==> config.mk <==
export PLATFORM = sky130hd
export DESIGN_NAME = cubic_bezier_spline_edit_eval_core
export DESIGN_NICKNAME = d
export VERILOG_FILES = /design/src/rtl/core/cbse_pkg.sv /design/src/rtl/core/cbse_front.sv /design/src/rtl/core/cbse_back.sv /design/src/rtl/core/cubic_bezier_spline_edit_eval_core.sv
export SDC_FILE = /design/constraint.sdc
export NUM_CORES = 2
export LEC_CHECK = 0
export BUFFER_PORTS_ARGS = -buffer_cell sky130_fd_sc_hd__buf_4
export CORE_MARGIN = 2
export CORE_UTILIZATION = 55
export CTS_BUF_LIST = sky130_fd_sc_hd__clkbuf_16
export CTS_CLUSTER_SIZE = 20
export DETAILED_ROUTE_END_ITERATION = 10
export PLACE_DENSITY_LB_ADDON = 0.3
export SYNTH_ARGS = -nofsm -noshare
export SYNTH_HDL_FRONTEND = slang
export SYNTH_HIERARCHICAL = 1
export SYNTH_SLANG_ARGS = --single-unit
==> constraint.sdc <==
create_clock -name clk_i -period 14.5 [get_ports clk_i]
set_input_delay 1.45 -clock clk_i [delete_from_list [all_inputs] [get_ports clk_i]]
set_output_delay 1.45 -clock clk_i [all_outputs]
set_load 0.05 [all_outputs]
==> src/rtl/core/cbse_pkg.sv <==
// ----------------------------------------------------------------------------
// cbse_pkg
// Shared types, constants and tables of the cubic Bezier spline core.
// ----------------------------------------------------------------------------
`default_nettype none

package cbse_pkg;

  localparam int unsigned NUM_SEG         = 3;
  localparam int unsigned NUM_PTS         = 4 * NUM_SEG;
  localparam int unsigned ADDR_W          = $clog2(NUM_PTS);
  localparam logic [3:0]  LAST_IDX        = 4'(3 * NUM_SEG);
  localparam int unsigned COORD_FRAC_BITS = 14;
  localparam logic signed [16:0] ONE_FX   = 17'(1 << COORD_FRAC_BITS);
  localparam int unsigned RES_W           = 10;
  localparam logic [RES_W-1:0] RES_RESET  = 10'd64;

  typedef enum logic [1:0] {
    OP_NONE,
    OP_MOVE_ONE,
    OP_MOVE_JOINT,
    OP_SAMPLE
  } op_e;

  typedef struct packed {
    op_e                op;
    logic [ADDR_W-1:0]  addr_a;
    logic [ADDR_W-1:0]  addr_b;
    logic signed [15:0] dx;
    logic signed [15:0] dy;
    logic [RES_W-1:0]   step;
  } cmd_t;

  function automatic logic [2:0] div3(input logic [3:0] v);
    logic [2:0] q;
    case (v)
      4'd0, 4'd1, 4'd2:    q = 3'd0;
      4'd3, 4'd4, 4'd5:    q = 3'd1;
      4'd6, 4'd7, 4'd8:    q = 3'd2;
      4'd9, 4'd10, 4'd11:  q = 3'd3;
      4'd12, 4'd13, 4'd14: q = 3'd4;
      default:             q = 3'd5;
    endcase
    return q;
  endfunction

  // reset contents of the point store
  function automatic logic signed [15:0] init_x(input logic [ADDR_W-1:0] a);
    logic signed [15:0] x;
    case (a)
      4'd0:          x = -16'sd16384;
      4'd1:          x = -16'sd14418;
      4'd2:          x = -16'sd6881;
      4'd3, 4'd4:    x = -16'sd8192;
      4'd5:          x = -16'sd3277;
      4'd6:          x = 16'sd3277;
      4'd7, 4'd8:    x = 16'sd8192;
      4'd9:          x = 16'sd13107;
      default:       x = 16'sd16384;
    endcase
    return x;
  endfunction

  function automatic logic signed [15:0] init_y(input logic [ADDR_W-1:0] a);
    logic signed [15:0] y;
    case (a)
      4'd1:                          y = 16'sd5243;
      4'd2:                          y = 16'sd8028;
      4'd3, 4'd4, 4'd5, 4'd6, 4'd7,
      4'd8:                          y = 16'sd8192;
      4'd9:                          y = 16'sd6554;
      4'd10:                         y = 16'sd3441;
      default:                       y = 16'sd0;
    endcase
    return y;
  endfunction

endpackage

`default_nettype wire

==> src/rtl/core/cbse_front.sv <==
// ----------------------------------------------------------------------------
// cbse_front
// Takes items, decodes them into commands and queues them for the back end.
// ----------------------------------------------------------------------------
`default_nettype none

module cbse_front (
  input  logic                 clk_i,
  input  logic                 rst_ni,
  input  logic                 start_i,
  output logic                 busy_o,
  input  logic                 func_i,
  input  logic [3:0]           point_index_i,
  input  logic signed [15:0]   delta_x_i,
  input  logic signed [15:0]   delta_y_i,
  input  logic [1:0]           sample_segment_i,
  input  logic [9:0]           step_i,
  input  logic                 pop_i,
  output logic                 cmd_valid_o,
  output cbse_pkg::cmd_t       cmd_o
);

  cbse_pkg::cmd_t cmd;
  cbse_pkg::cmd_t slot_q [2];
  logic           wr_ptr_q, rd_ptr_q;
  logic [1:0]     cnt_q;
  logic [2:0]     seg;
  logic [3:0]     rem;
  logic [3:0]     base;
  logic           push, pop;

  assign seg  = cbse_pkg::div3(point_index_i);
  assign rem  = point_index_i - 4'({1'b0, seg} * 4'd3);
  assign base = {seg[1:0], 2'b00};

  always_comb begin
    cmd.dx     = delta_x_i;
    cmd.dy     = delta_y_i;
    cmd.step   = step_i;
    cmd.op     = cbse_pkg::OP_NONE;
    cmd.addr_a = '0;
    cmd.addr_b = '0;
    if (func_i) begin
      if (sample_segment_i < 2'(cbse_pkg::NUM_SEG)) begin
        cmd.op     = cbse_pkg::OP_SAMPLE;
        cmd.addr_a = {sample_segment_i, 2'b00};
      end
    end else if (point_index_i == cbse_pkg::LAST_IDX) begin
      cmd.op     = cbse_pkg::OP_MOVE_ONE;
      cmd.addr_a = cbse_pkg::ADDR_W'(cbse_pkg::NUM_PTS - 1);
    end else if (point_index_i < cbse_pkg::LAST_IDX) begin
      if (point_index_i != 4'd0 && rem == 4'd0) begin
        // joint point: end of previous segment first, then start of this one
        cmd.op     = cbse_pkg::OP_MOVE_JOINT;
        cmd.addr_a = base - 4'd1;
        cmd.addr_b = base;
      end else begin
        cmd.op     = cbse_pkg::OP_MOVE_ONE;
        cmd.addr_a = base + rem;
      end
    end
  end

  assign busy_o      = (cnt_q == 2'd2);
  assign cmd_valid_o = (cnt_q != 2'd0);
  assign cmd_o       = slot_q[rd_ptr_q];
  assign push        = start_i && !busy_o;
  assign pop         = pop_i && cmd_valid_o;

  always_ff @(posedge clk_i or negedge rst_ni) begin
    if (!rst_ni) begin
      wr_ptr_q <= 1'b0;
      rd_ptr_q <= 1'b0;
      cnt_q    <= 2'd0;
    end else begin
      if (push) wr_ptr_q <= !wr_ptr_q;
      if (pop)  rd_ptr_q <= !rd_ptr_q;
      cnt_q <= cnt_q + 2'(push) - 2'(pop);
    end
  end

  always_ff @(posedge clk_i) begin
    if (push) slot_q[wr_ptr_q] <= cmd;
  end

endmodule

`default_nettype wire

==> src/rtl/core/cbse_back.sv <==
// ----------------------------------------------------------------------------
// cbse_back
// Executes queued commands: point store, shared multiplier, serial divider.
// ----------------------------------------------------------------------------
`default_nettype none

module cbse_back (
  input  logic                           clk_i,
  input  logic                           rst_ni,
  input  logic                           cmd_valid_i,
  input  cbse_pkg::cmd_t                 cmd_i,
  output logic                           pop_o,
  input  logic [cbse_pkg::RES_W-1:0]     resolution_i,
  output logic                           done_o,
  output logic signed [15:0]             point_x_o,
  output logic signed [15:0]             point_y_o
);

  localparam int unsigned AW = cbse_pkg::ADDR_W;

  typedef enum logic [2:0] {
    ST_IDLE,
    ST_MV1,
    ST_MV2,
    ST_SMP,
    ST_DIV_INIT,
    ST_DIV
  } state_e;

  state_e             state_q;
  cbse_pkg::cmd_t     cmd_q;
  logic [4:0]         sc_q;
  logic [3:0]         cnt_q;
  logic               done_q;
  logic signed [15:0] px_q, py_q;

  // point store
  logic [31:0]        mem_q [cbse_pkg::NUM_PTS];
  logic [cbse_pkg::NUM_PTS-1:0] valid_q;
  logic [31:0]        rd_q;
  logic               rd_en, wr_en;
  logic [AW-1:0]      rd_addr, wr_addr;
  logic [31:0]        wr_data;

  // arithmetic
  logic [9:0]          r_q, u_q, v_q;
  logic [19:0]         vv_q, uu_q, rr_q;
  logic [30:0]         w0_q, w1_q, w2_q, w3_q;
  logic [29:0]         den_q;
  logic signed [47:0]  prod_q, accx_q, accy_q;
  logic [30:0]         mul_a;
  logic signed [16:0]  mul_b;
  logic signed [48:0]  prod_full;
  logic signed [16:0]  pt_x, pt_y;
  logic [9:0]          r_in, u_in;

  // divider
  logic [31:0]         remx_q, remy_q;
  logic [15:0]         numx_q, numy_q, qx_q, qy_q;
  logic [15:0]         qx_d, qy_d;
  logic [31:0]         remx_d, remy_d;
  logic [32:0]         tx, ty;
  logic [30:0]         d2_q;
  logic                negx_q, negy_q;
  logic [47:0]         absx, absy, nx, ny;

  logic signed [15:0]  mv_x, mv_y;

  function automatic logic signed [15:0] clamp_c(input logic signed [15:0] p,
                                                 input logic signed [15:0] d,
                                                 input logic signed [16:0] lo);
    logic signed [16:0] s;
    logic signed [15:0] res;
    s = 17'(p) + 17'(d);
    if (s < lo)                    res = lo[15:0];
    else if (s > cbse_pkg::ONE_FX) res = cbse_pkg::ONE_FX[15:0];
    else                           res = s[15:0];
    return res;
  endfunction

  assign mv_x = clamp_c(rd_q[31:16], cmd_q.dx, -cbse_pkg::ONE_FX);
  assign mv_y = clamp_c(rd_q[15:0], cmd_q.dy, 17'sd0);

  assign pt_x = 17'($signed(rd_q[31:16]));
  assign pt_y = 17'($signed(rd_q[15:0]));

  assign r_in = (resolution_i == '0) ? 10'd1 : resolution_i;
  assign u_in = (cmd_i.step > r_in) ? r_in : cmd_i.step;

  assign pop_o = (state_q == ST_IDLE) && cmd_valid_i;

  // memory port control
  always_comb begin
    rd_en   = 1'b0;
    rd_addr = cmd_q.addr_a;
    wr_en   = 1'b0;
    wr_addr = cmd_q.addr_a;
    wr_data = {mv_x, mv_y};
    case (state_q)
      ST_IDLE: begin
        rd_en   = pop_o;
        rd_addr = cmd_i.addr_a;
      end
      ST_MV1: begin
        wr_en   = 1'b1;
        rd_en   = (cmd_q.op == cbse_pkg::OP_MOVE_JOINT);
        rd_addr = cmd_q.addr_b;
      end
      ST_MV2: begin
        wr_en   = 1'b1;
        wr_addr = cmd_q.addr_b;
      end
      ST_SMP: begin
        rd_en   = (sc_q == 5'd6) || (sc_q == 5'd8) || (sc_q == 5'd10) || (sc_q == 5'd12);
        rd_addr = {cmd_q.addr_a[AW-1:2], 2'(sc_q[4:1] - 4'd3)};
      end
      default: begin
      end
    endcase
  end

  // shared multiplier operand select
  always_comb begin
    mul_a = '0;
    mul_b = '0;
    case (sc_q)
      5'd0:  begin mul_a = 31'(v_q);  mul_b = 17'(v_q); end
      5'd1:  begin mul_a = 31'(u_q);  mul_b = 17'(u_q); end
      5'd2:  begin mul_a = 31'(vv_q); mul_b = 17'(v_q); end
      5'd3:  begin mul_a = 31'(vv_q); mul_b = 17'(u_q); end
      5'd4:  begin mul_a = 31'(uu_q); mul_b = 17'(v_q); end
      5'd5:  begin mul_a = 31'(uu_q); mul_b = 17'(u_q); end
      5'd6:  begin mul_a = 31'(r_q);  mul_b = 17'(r_q); end
      5'd7:  begin mul_a = w0_q;      mul_b = pt_x; end
      5'd8:  begin mul_a = w0_q;      mul_b = pt_y; end
      5'd9:  begin mul_a = w1_q;      mul_b = pt_x; end
      5'd10: begin mul_a = w1_q;      mul_b = pt_y; end
      5'd11: begin mul_a = w2_q;      mul_b = pt_x; end
      5'd12: begin mul_a = w2_q;      mul_b = pt_y; end
      5'd13: begin mul_a = w3_q;      mul_b = pt_x; end
      5'd14: begin mul_a = w3_q;      mul_b = pt_y; end
      5'd15: begin mul_a = 31'(rr_q); mul_b = 17'(r_q); end
      default: begin
      end
    endcase
  end

  assign prod_full = $signed({1'b0, mul_a}) * mul_b;

  // one restoring step per cycle on each lane
  always_comb begin
    tx = {remx_q, numx_q[15]};
    ty = {remy_q, numy_q[15]};
    if (tx >= {2'b00, d2_q}) begin
      remx_d = 32'(tx - {2'b00, d2_q});
      qx_d   = {qx_q[14:0], 1'b1};
    end else begin
      remx_d = tx[31:0];
      qx_d   = {qx_q[14:0], 1'b0};
    end
    if (ty >= {2'b00, d2_q}) begin
      remy_d = 32'(ty - {2'b00, d2_q});
      qy_d   = {qy_q[14:0], 1'b1};
    end else begin
      remy_d = ty[31:0];
      qy_d   = {qy_q[14:0], 1'b0};
    end
  end

  assign absx = accx_q[47] ? 48'(-accx_q) : accx_q;
  assign absy = accy_q[47] ? 48'(-accy_q) : accy_q;
  assign nx   = {absx[46:0], 1'b0} + 48'(den_q);
  assign ny   = {absy[46:0], 1'b0} + 48'(den_q);

  // control and registered outputs
  always_ff @(posedge clk_i or negedge rst_ni) begin
    if (!rst_ni) begin
      state_q <= ST_IDLE;
      sc_q    <= '0;
      cnt_q   <= '0;
      done_q  <= 1'b0;
      px_q    <= '0;
      py_q    <= '0;
    end else begin
      done_q <= 1'b0;
      case (state_q)
        ST_IDLE: begin
          if (cmd_valid_i) begin
            sc_q <= '0;
            case (cmd_i.op)
              cbse_pkg::OP_MOVE_ONE,
              cbse_pkg::OP_MOVE_JOINT: state_q <= ST_MV1;
              cbse_pkg::OP_SAMPLE:     state_q <= ST_SMP;
              default: begin
                done_q <= 1'b1;
                px_q   <= '0;
                py_q   <= '0;
              end
            endcase
          end
        end
        ST_MV1: begin
          if (cmd_q.op == cbse_pkg::OP_MOVE_JOINT) begin
            state_q <= ST_MV2;
          end else begin
            done_q  <= 1'b1;
            px_q    <= mv_x;
            py_q    <= mv_y;
            state_q <= ST_IDLE;
          end
        end
        ST_MV2: begin
          done_q  <= 1'b1;
          px_q    <= mv_x;
          py_q    <= mv_y;
          state_q <= ST_IDLE;
        end
        ST_SMP: begin
          sc_q <= sc_q + 5'd1;
          if (sc_q == 5'd16) state_q <= ST_DIV_INIT;
        end
        ST_DIV_INIT: begin
          cnt_q   <= '0;
          state_q <= ST_DIV;
        end
        ST_DIV: begin
          cnt_q <= cnt_q + 4'd1;
          if (cnt_q == 4'd15) begin
            done_q  <= 1'b1;
            px_q    <= negx_q ? 16'(-qx_d) : qx_d;
            py_q    <= negy_q ? 16'(-qy_d) : qy_d;
            state_q <= ST_IDLE;
          end
        end
        default: state_q <= ST_IDLE;
      endcase
    end
  end

  // datapath registers
  always_ff @(posedge clk_i) begin
    if (pop_o) begin
      cmd_q  <= cmd_i;
      r_q    <= r_in;
      u_q    <= u_in;
      v_q    <= r_in - u_in;
      accx_q <= '0;
      accy_q <= '0;
    end
    prod_q <= prod_full[47:0];
    if (state_q == ST_SMP) begin
      case (sc_q)
        5'd1:  vv_q <= prod_q[19:0];
        5'd2:  uu_q <= prod_q[19:0];
        5'd3:  w0_q <= prod_q[30:0];
        5'd4:  w1_q <= prod_q[30:0] + {prod_q[29:0], 1'b0};
        5'd5:  w2_q <= prod_q[30:0] + {prod_q[29:0], 1'b0};
        5'd6:  w3_q <= prod_q[30:0];
        5'd7:  rr_q <= prod_q[19:0];
        5'd8, 5'd10, 5'd12, 5'd14: accx_q <= accx_q + prod_q;
        5'd9, 5'd11, 5'd13, 5'd15: accy_q <= accy_q + prod_q;
        5'd16: den_q <= prod_q[29:0];
        default: begin
        end
      endcase
    end
    if (state_q == ST_DIV_INIT) begin
      d2_q   <= {den_q, 1'b0};
      remx_q <= nx[47:16];
      remy_q <= ny[47:16];
      numx_q <= nx[15:0];
      numy_q <= ny[15:0];
      qx_q   <= '0;
      qy_q   <= '0;
      negx_q <= accx_q[47];
      negy_q <= accy_q[47];
    end
    if (state_q == ST_DIV) begin
      remx_q <= remx_d;
      remy_q <= remy_d;
      qx_q   <= qx_d;
      qy_q   <= qy_d;
      numx_q <= {numx_q[14:0], 1'b0};
      numy_q <= {numy_q[14:0], 1'b0};
    end
  end

  // point store: entries read as their reset value until first written
  always_ff @(posedge clk_i or negedge rst_ni) begin
    if (!rst_ni) begin
      valid_q <= '0;
    end else if (wr_en) begin
      valid_q[wr_addr] <= 1'b1;
    end
  end

  always_ff @(posedge clk_i) begin
    if (wr_en) mem_q[wr_addr] <= wr_data;
    if (rd_en) begin
      rd_q <= valid_q[rd_addr] ? mem_q[rd_addr]
                               : {cbse_pkg::init_x(rd_addr), cbse_pkg::init_y(rd_addr)};
    end
  end

  assign done_o    = done_q;
  assign point_x_o = px_q;
  assign point_y_o = py_q;

endmodule

`default_nettype wire

==> src/rtl/core/cubic_bezier_spline_edit_eval_core.sv <==
// ----------------------------------------------------------------------------
// cubic_bezier_spline_edit_eval_core
// Editable cubic Bezier spline: moves control points and samples the curve.
// ----------------------------------------------------------------------------
//  channel   | handshake                 | payload
//  ----------+---------------------------+------------------------------------
//  command   | start_i / busy_o          | func, point_index, delta_x/y,
//            |                           | sample_segment, step
//  result    | done_o (one-cycle strobe) | point_x_o, point_y_o
//  config    | cfg_valid_i / cfg_ready_o | cfg_data_i (resolution)
//
//  a two-entry command queue sits in front; busy_o is high only when it is full
//  a move passes through ST_MV1 in the back end (and ST_MV2 for a joint point),
//  an out-of-range item is answered straight from ST_IDLE
//  a sample runs a command fetch, the products on the shared 32x17 multiplier,
//  one divider set-up and 16 steps of the restoring divider
//  reset clears the queue, the store valid bits and resolution (64)
//  results are not held: done_o marks each one for exactly one cycle
// ----------------------------------------------------------------------------
`default_nettype none

module cubic_bezier_spline_edit_eval_core (
  input  logic                 clk_i,
  input  logic                 rst_ni,
  input  logic                 start_i,
  output logic                 busy_o,
  input  logic                 func_i,
  input  logic [3:0]           point_index_i,
  input  logic signed [15:0]   delta_x_i,
  input  logic signed [15:0]   delta_y_i,
  input  logic [1:0]           sample_segment_i,
  input  logic [9:0]           step_i,
  output logic                 done_o,
  output logic signed [15:0]   point_x_o,
  output logic signed [15:0]   point_y_o,
  input  logic                 cfg_valid_i,
  output logic                 cfg_ready_o,
  input  logic [9:0]           cfg_data_i
);

  cbse_pkg::cmd_t              cmd;
  logic                        cmd_valid, pop;
  logic [cbse_pkg::RES_W-1:0]  res_q;

  assign cfg_ready_o = 1'b1;

  always_ff @(posedge clk_i or negedge rst_ni) begin
    if (!rst_ni) begin
      res_q <= cbse_pkg::RES_RESET;
    end else if (cfg_valid_i && cfg_ready_o) begin
      res_q <= cfg_data_i;
    end
  end

  cbse_front u_front (
    .clk_i            (clk_i),
    .rst_ni           (rst_ni),
    .start_i          (start_i),
    .busy_o           (busy_o),
    .func_i           (func_i),
    .point_index_i    (point_index_i),
    .delta_x_i        (delta_x_i),
    .delta_y_i        (delta_y_i),
    .sample_segment_i (sample_segment_i),
    .step_i           (step_i),
    .pop_i            (pop),
    .cmd_valid_o      (cmd_valid),
    .cmd_o            (cmd)
  );

  cbse_back u_back (
    .clk_i        (clk_i),
    .rst_ni       (rst_ni),
    .cmd_valid_i  (cmd_valid),
    .cmd_i        (cmd),
    .pop_o        (pop),
    .resolution_i (res_q),
    .done_o       (done_o),
    .point_x_o    (point_x_o),
    .point_y_o    (point_y_o)
  );

endmodule

`default_nettype wire

==> results by group <==
Status
  • Run status: complete, no violations

Drt
  • Drt drc: 0
  • Post-route ant nets: 0
  • Drt first-iter violations: 5750
  • Vias: 58600
  • Number of vias per cell: 6.20
  • Pre-antenna DRT Iters: 7
  • Routed len/inst: 23.5 µm
  • Routed WL: 222000 µm

Logic synthesis
  • Synth warn: 6
  • Largest cells by area after synthesis: edfxtp_1, fa_1, ha_1, dfxtp_1, inv_1
  • Register area share after synthesis: 42.2%
  • Number of flops mapped to enable cells by yosys: 958
  • Post-synthesis cell type count: between 100 and 150
  • Cell Area, Synth: 79200 µm²
  • Yosys top cell by area: edfxtp_1
  • Mean Syn Cell Area: 10.7 µm²
  • Seq cells post-synth: 1174
  • Yosys top cell area share: between 30% and 40%
  • Synth Instances: 7382
  • Synth Flop Type: edfxtp_1
  • Ys async rst share: 6.05%

STA
  • RSZ-0062 raised after global routing: false
  • Max Freq: 104 MHz
  • Hold slack: 0.472 ns
  • Final setup viols: 0
  • Slew Limit Fails: 0
  • Worst-Margin Slew: 1.21 ns
  • Final worst path period need: a little under 10 ns
  • Part of the cycle the worst path needs: around two thirds
  • Setup TNS: 0 ns
  • Max-slew headroom: around 19%
  • Clk_skew: 0.0581 ns
  • Final hold vios: 0
  • Setup ws final: 4.85 ns

Setup path
  • FF-to-FF path depth: 28
  • Crit path max fanout: 31
  • Crit Path Class: flop to flop
  • Reg2reg end: u_back/prod_q[46]
  • Critical Path Max Stage Delay: roughly 0.73 ns
  • Crit path launch type: flop
  • Reg-to-Reg Start: u_back/sc_q[4]
  • Required @ worst endpoint: 15.10 ns
  • Critical path arrival: 10.25 ns
  • Element type at the critical path end: flop
  • Reg2reg setup slack: about 5 ns
  • CP max-delay cell: dfrtp_1
  • Cell repeated most along the worst path: fa_1

GRT
  • Initial antenna violation count: 2
  • First-pass GRT wire length: 339000 µm
  • Global route overflow: 0
  • GRT Total Usage: approximately 30%
  • Largest net degree at the start of global routing: 116
  • Vias in the first global route: 56800

CTS
  • Worst skew pair latency: 0.77 ns
  • CTS buffer count: 118
  • Hold-fix buffers, CTS: 0
  • Clock sink count: 1174
  • CTS tree: done
  • CTS clk-pin slew, worst paths: 0.06 ns
  • CTS H-tree lvls: 3
  • Worst-case clock buffer depth: 3
  • CTS resizes: 0
  • Clk root buf: clkbuf_16
  • Post-CTS Setup Inserts: 0

Layout
  • Share of post-route cells with drive strength above 1: 8.82%
  • Fill cell count: 11700
  • Fin nets: between 8000 and 9000
  • Antenna diodes: 0
  • P&R area growth vs syn: 9.26%
  • Post-route cell area: 86600 µm²

Placed design
  • Gpl congestion: 0.963
  • DP Worst Slack: 4.98 ns
  • Port Buffers: 96
  • DP HPWL: ~160000 µm
  • Placement Cell Area: 82500 µm²

Die
  • Starting Density: between 50% and 60%
  • Die W: 384 µm
  • Die area: ~150000 µm²
  • Core Rows: 139
  • Core footprint: 143000 µm²
  • I/O pins: 98
  • Chip Height: 384 µm

Worst hold path
  • Hold path start: u_back/valid_q[8]
  • Hold endpoint: u_back/valid_q[8]
  • Hold depth: 1
  • Worst hold path class: flop to flop

Flow run
  • MaxCap Viol Count: 0
[per-layer routing]
layer / track usage, % / share of wire, % / up-vias
met3: 5.12 / 8.1 / 503
met5: 0 / 0.0054 / -
met2: 47.8 / 47 / 2552
li1: - / - / 26500
met4: 12.6 / 4.7 / 2
met1: 40.8 / 41 / 29000
[cells in the final DEF, fill, tap and decap left out, types with 58 or more instances in the layout]
| master | synthesis | routed |
|---|---|---|
| nand2b_1 | 82 | 81 |
| o21ai_0 | 347 | 347 |
| o31ai_1 | 63 | 63 |
| a21o_1 | 221 | 221 |
| dfrtp_1 | 70 | 68 |
| fa_1 | 445 | 445 |
| clkbuf_16 | 0 | 123 |
| nor2_1 | 635 | 614 |
| xor2_1 | 162 | 162 |
| dfxtp_1 | 145 | 143 |
| nor3_1 | 95 | 92 |
| buf_4 | 9 | 235 |
| inv_1 | 650 | 667 |
| ha_1 | 467 | 467 |
| nand2_1 | 632 | 630 |
| xnor2_1 | 256 | 256 |
| mux4_2 | 89 | 89 |
| nand3_1 | 188 | 187 |
| a21oi_1 | 426 | 415 |
| a211oi_1 | 79 | 79 |
| and2_1 | 58 | 58 |
| edfxtp_1 | 958 | 958 |
[stage by stage]
stage                     utilization [%]  instances
after floorplan                         -       7394
after global placement               57.6       9227
after detailed placement             57.6       9227
after CTS                            60.4       9452
after global routing                 60.4       9452
final                                60.4       9452
[sequential cells by signal, indices dropped and copies added (netlist names), 30 cells and up]
| name | cells |
|---|---|
| u_back/accy_q | 48 |
| u_back/accx_q | 48 |
| u_back/remx_q | 32 |
| u_front/slot_q | 100 |
| u_back/w1_q | 31 |
| u_back/mem_q | 384 |
| u_back/remy_q | 32 |
| u_back/cmd_q | 42 |
| u_back/d2_q | 30 |
| u_back/prod_q | 48 |
| u_back/w3_q | 31 |
| u_back/rd_q | 32 |
| u_back/w2_q | 31 |
| u_back/den_q | 30 |
| u_back/w0_q | 31 |
[worst max-delay path, delay by kind of cell (launching register included)]
family,cells,cell delay (ns)
simple gates,4,1.02
fa+ha+maj,8,4.09
flops,1,0.73
buf+inv,6,0.82
compound gates,9,2.59
xor+xnor,1,0.16
[cell usage after synthesis (33+ instances only)]
| master | number |
|---|---|
| a221o_1 | 33 |
| inv_1 | 650 |
| a22oi_1 | 54 |
| a21o_1 | 221 |
| mux4_2 | 89 |
| ha_1 | 467 |
| xnor2_1 | 256 |
| xor2_1 | 162 |
| or2_2 | 39 |
| a22o_1 | 50 |
| a21oi_1 | 426 |
| a31oi_1 | 52 |
| dfxtp_1 | 145 |
| fa_1 | 445 |
| o31ai_1 | 63 |
| a221oi_1 | 37 |
| and2_1 | 58 |
| nor2_1 | 635 |
| o21ai_0 | 347 |
| or3_1 | 34 |
| nor2b_1 | 53 |
| a211oi_1 | 79 |
| and3_1 | 53 |
| nand2_1 | 632 |
| dfrtp_1 | 70 |
| nand2b_1 | 82 |
| nand3_1 | 188 |
| edfxtp_1 | 958 |
| mux2_1 | 50 |
| nand4_1 | 43 |
| clkbuf_1 | 247 |
| nor3_1 | 95 |
| mux2i_1 | 37 |
[cells by family (layout without fill, tap and decap cells)]
| group | count (synthesis) | after routing | share of synthesized area, % |
|---|---|---|---|
| multiplexers | 192 | 192 | 3.98 |
| buffers and inverters | 960 | 1115 | 4.65 |
| AO/OA/AOI/OAI | 1679 | 1679 | 13.9 |
| XOR/XNOR | 418 | 418 | 4.62 |
| flip-flops | 1174 | 1174 | 42.2 |
| other | 3 | 15 | 0.0142 |
| adder cells (fa/ha/maj) | 912 | 912 | 18.6 |
| AND/OR/NAND/NOR | 2044 | 2044 | 12.0 |
[cell type report]
type	count	area (µm²)	area share (%)
clock buffer	123	3080	3.56
multi-input combinational	5260	42500	49.0
timing repair buffer	236	1780	2.06
inverter	654	2460	2.84
clock inverter	102	948	1.10
tap	1903	2380	2.75
sequential	1174	33500	38.7
[worst max path at each step]
stage / start / to / slack [ns] / depth (start not counted)
floorplan: u_back/sc_q[2] / u_back/prod_q[40] / 6.35 / 31
global placement: u_back/sc_q[4] / u_back/prod_q[46] / 4.99 / 28
detailed placement: u_back/sc_q[4] / u_back/prod_q[46] / 4.98 / 28
CTS: u_back/sc_q[4] / u_back/prod_q[46] / 4.91 / 28
global route: u_back/sc_q[4] / u_back/prod_q[46] / 4.44 / 28
finish: u_back/sc_q[4] / u_back/prod_q[46] / 4.85 / 28
Power is left out: the tool's default activity adds up to more than one toggle a clock period on the data nets, which glitch-free logic cannot reach.
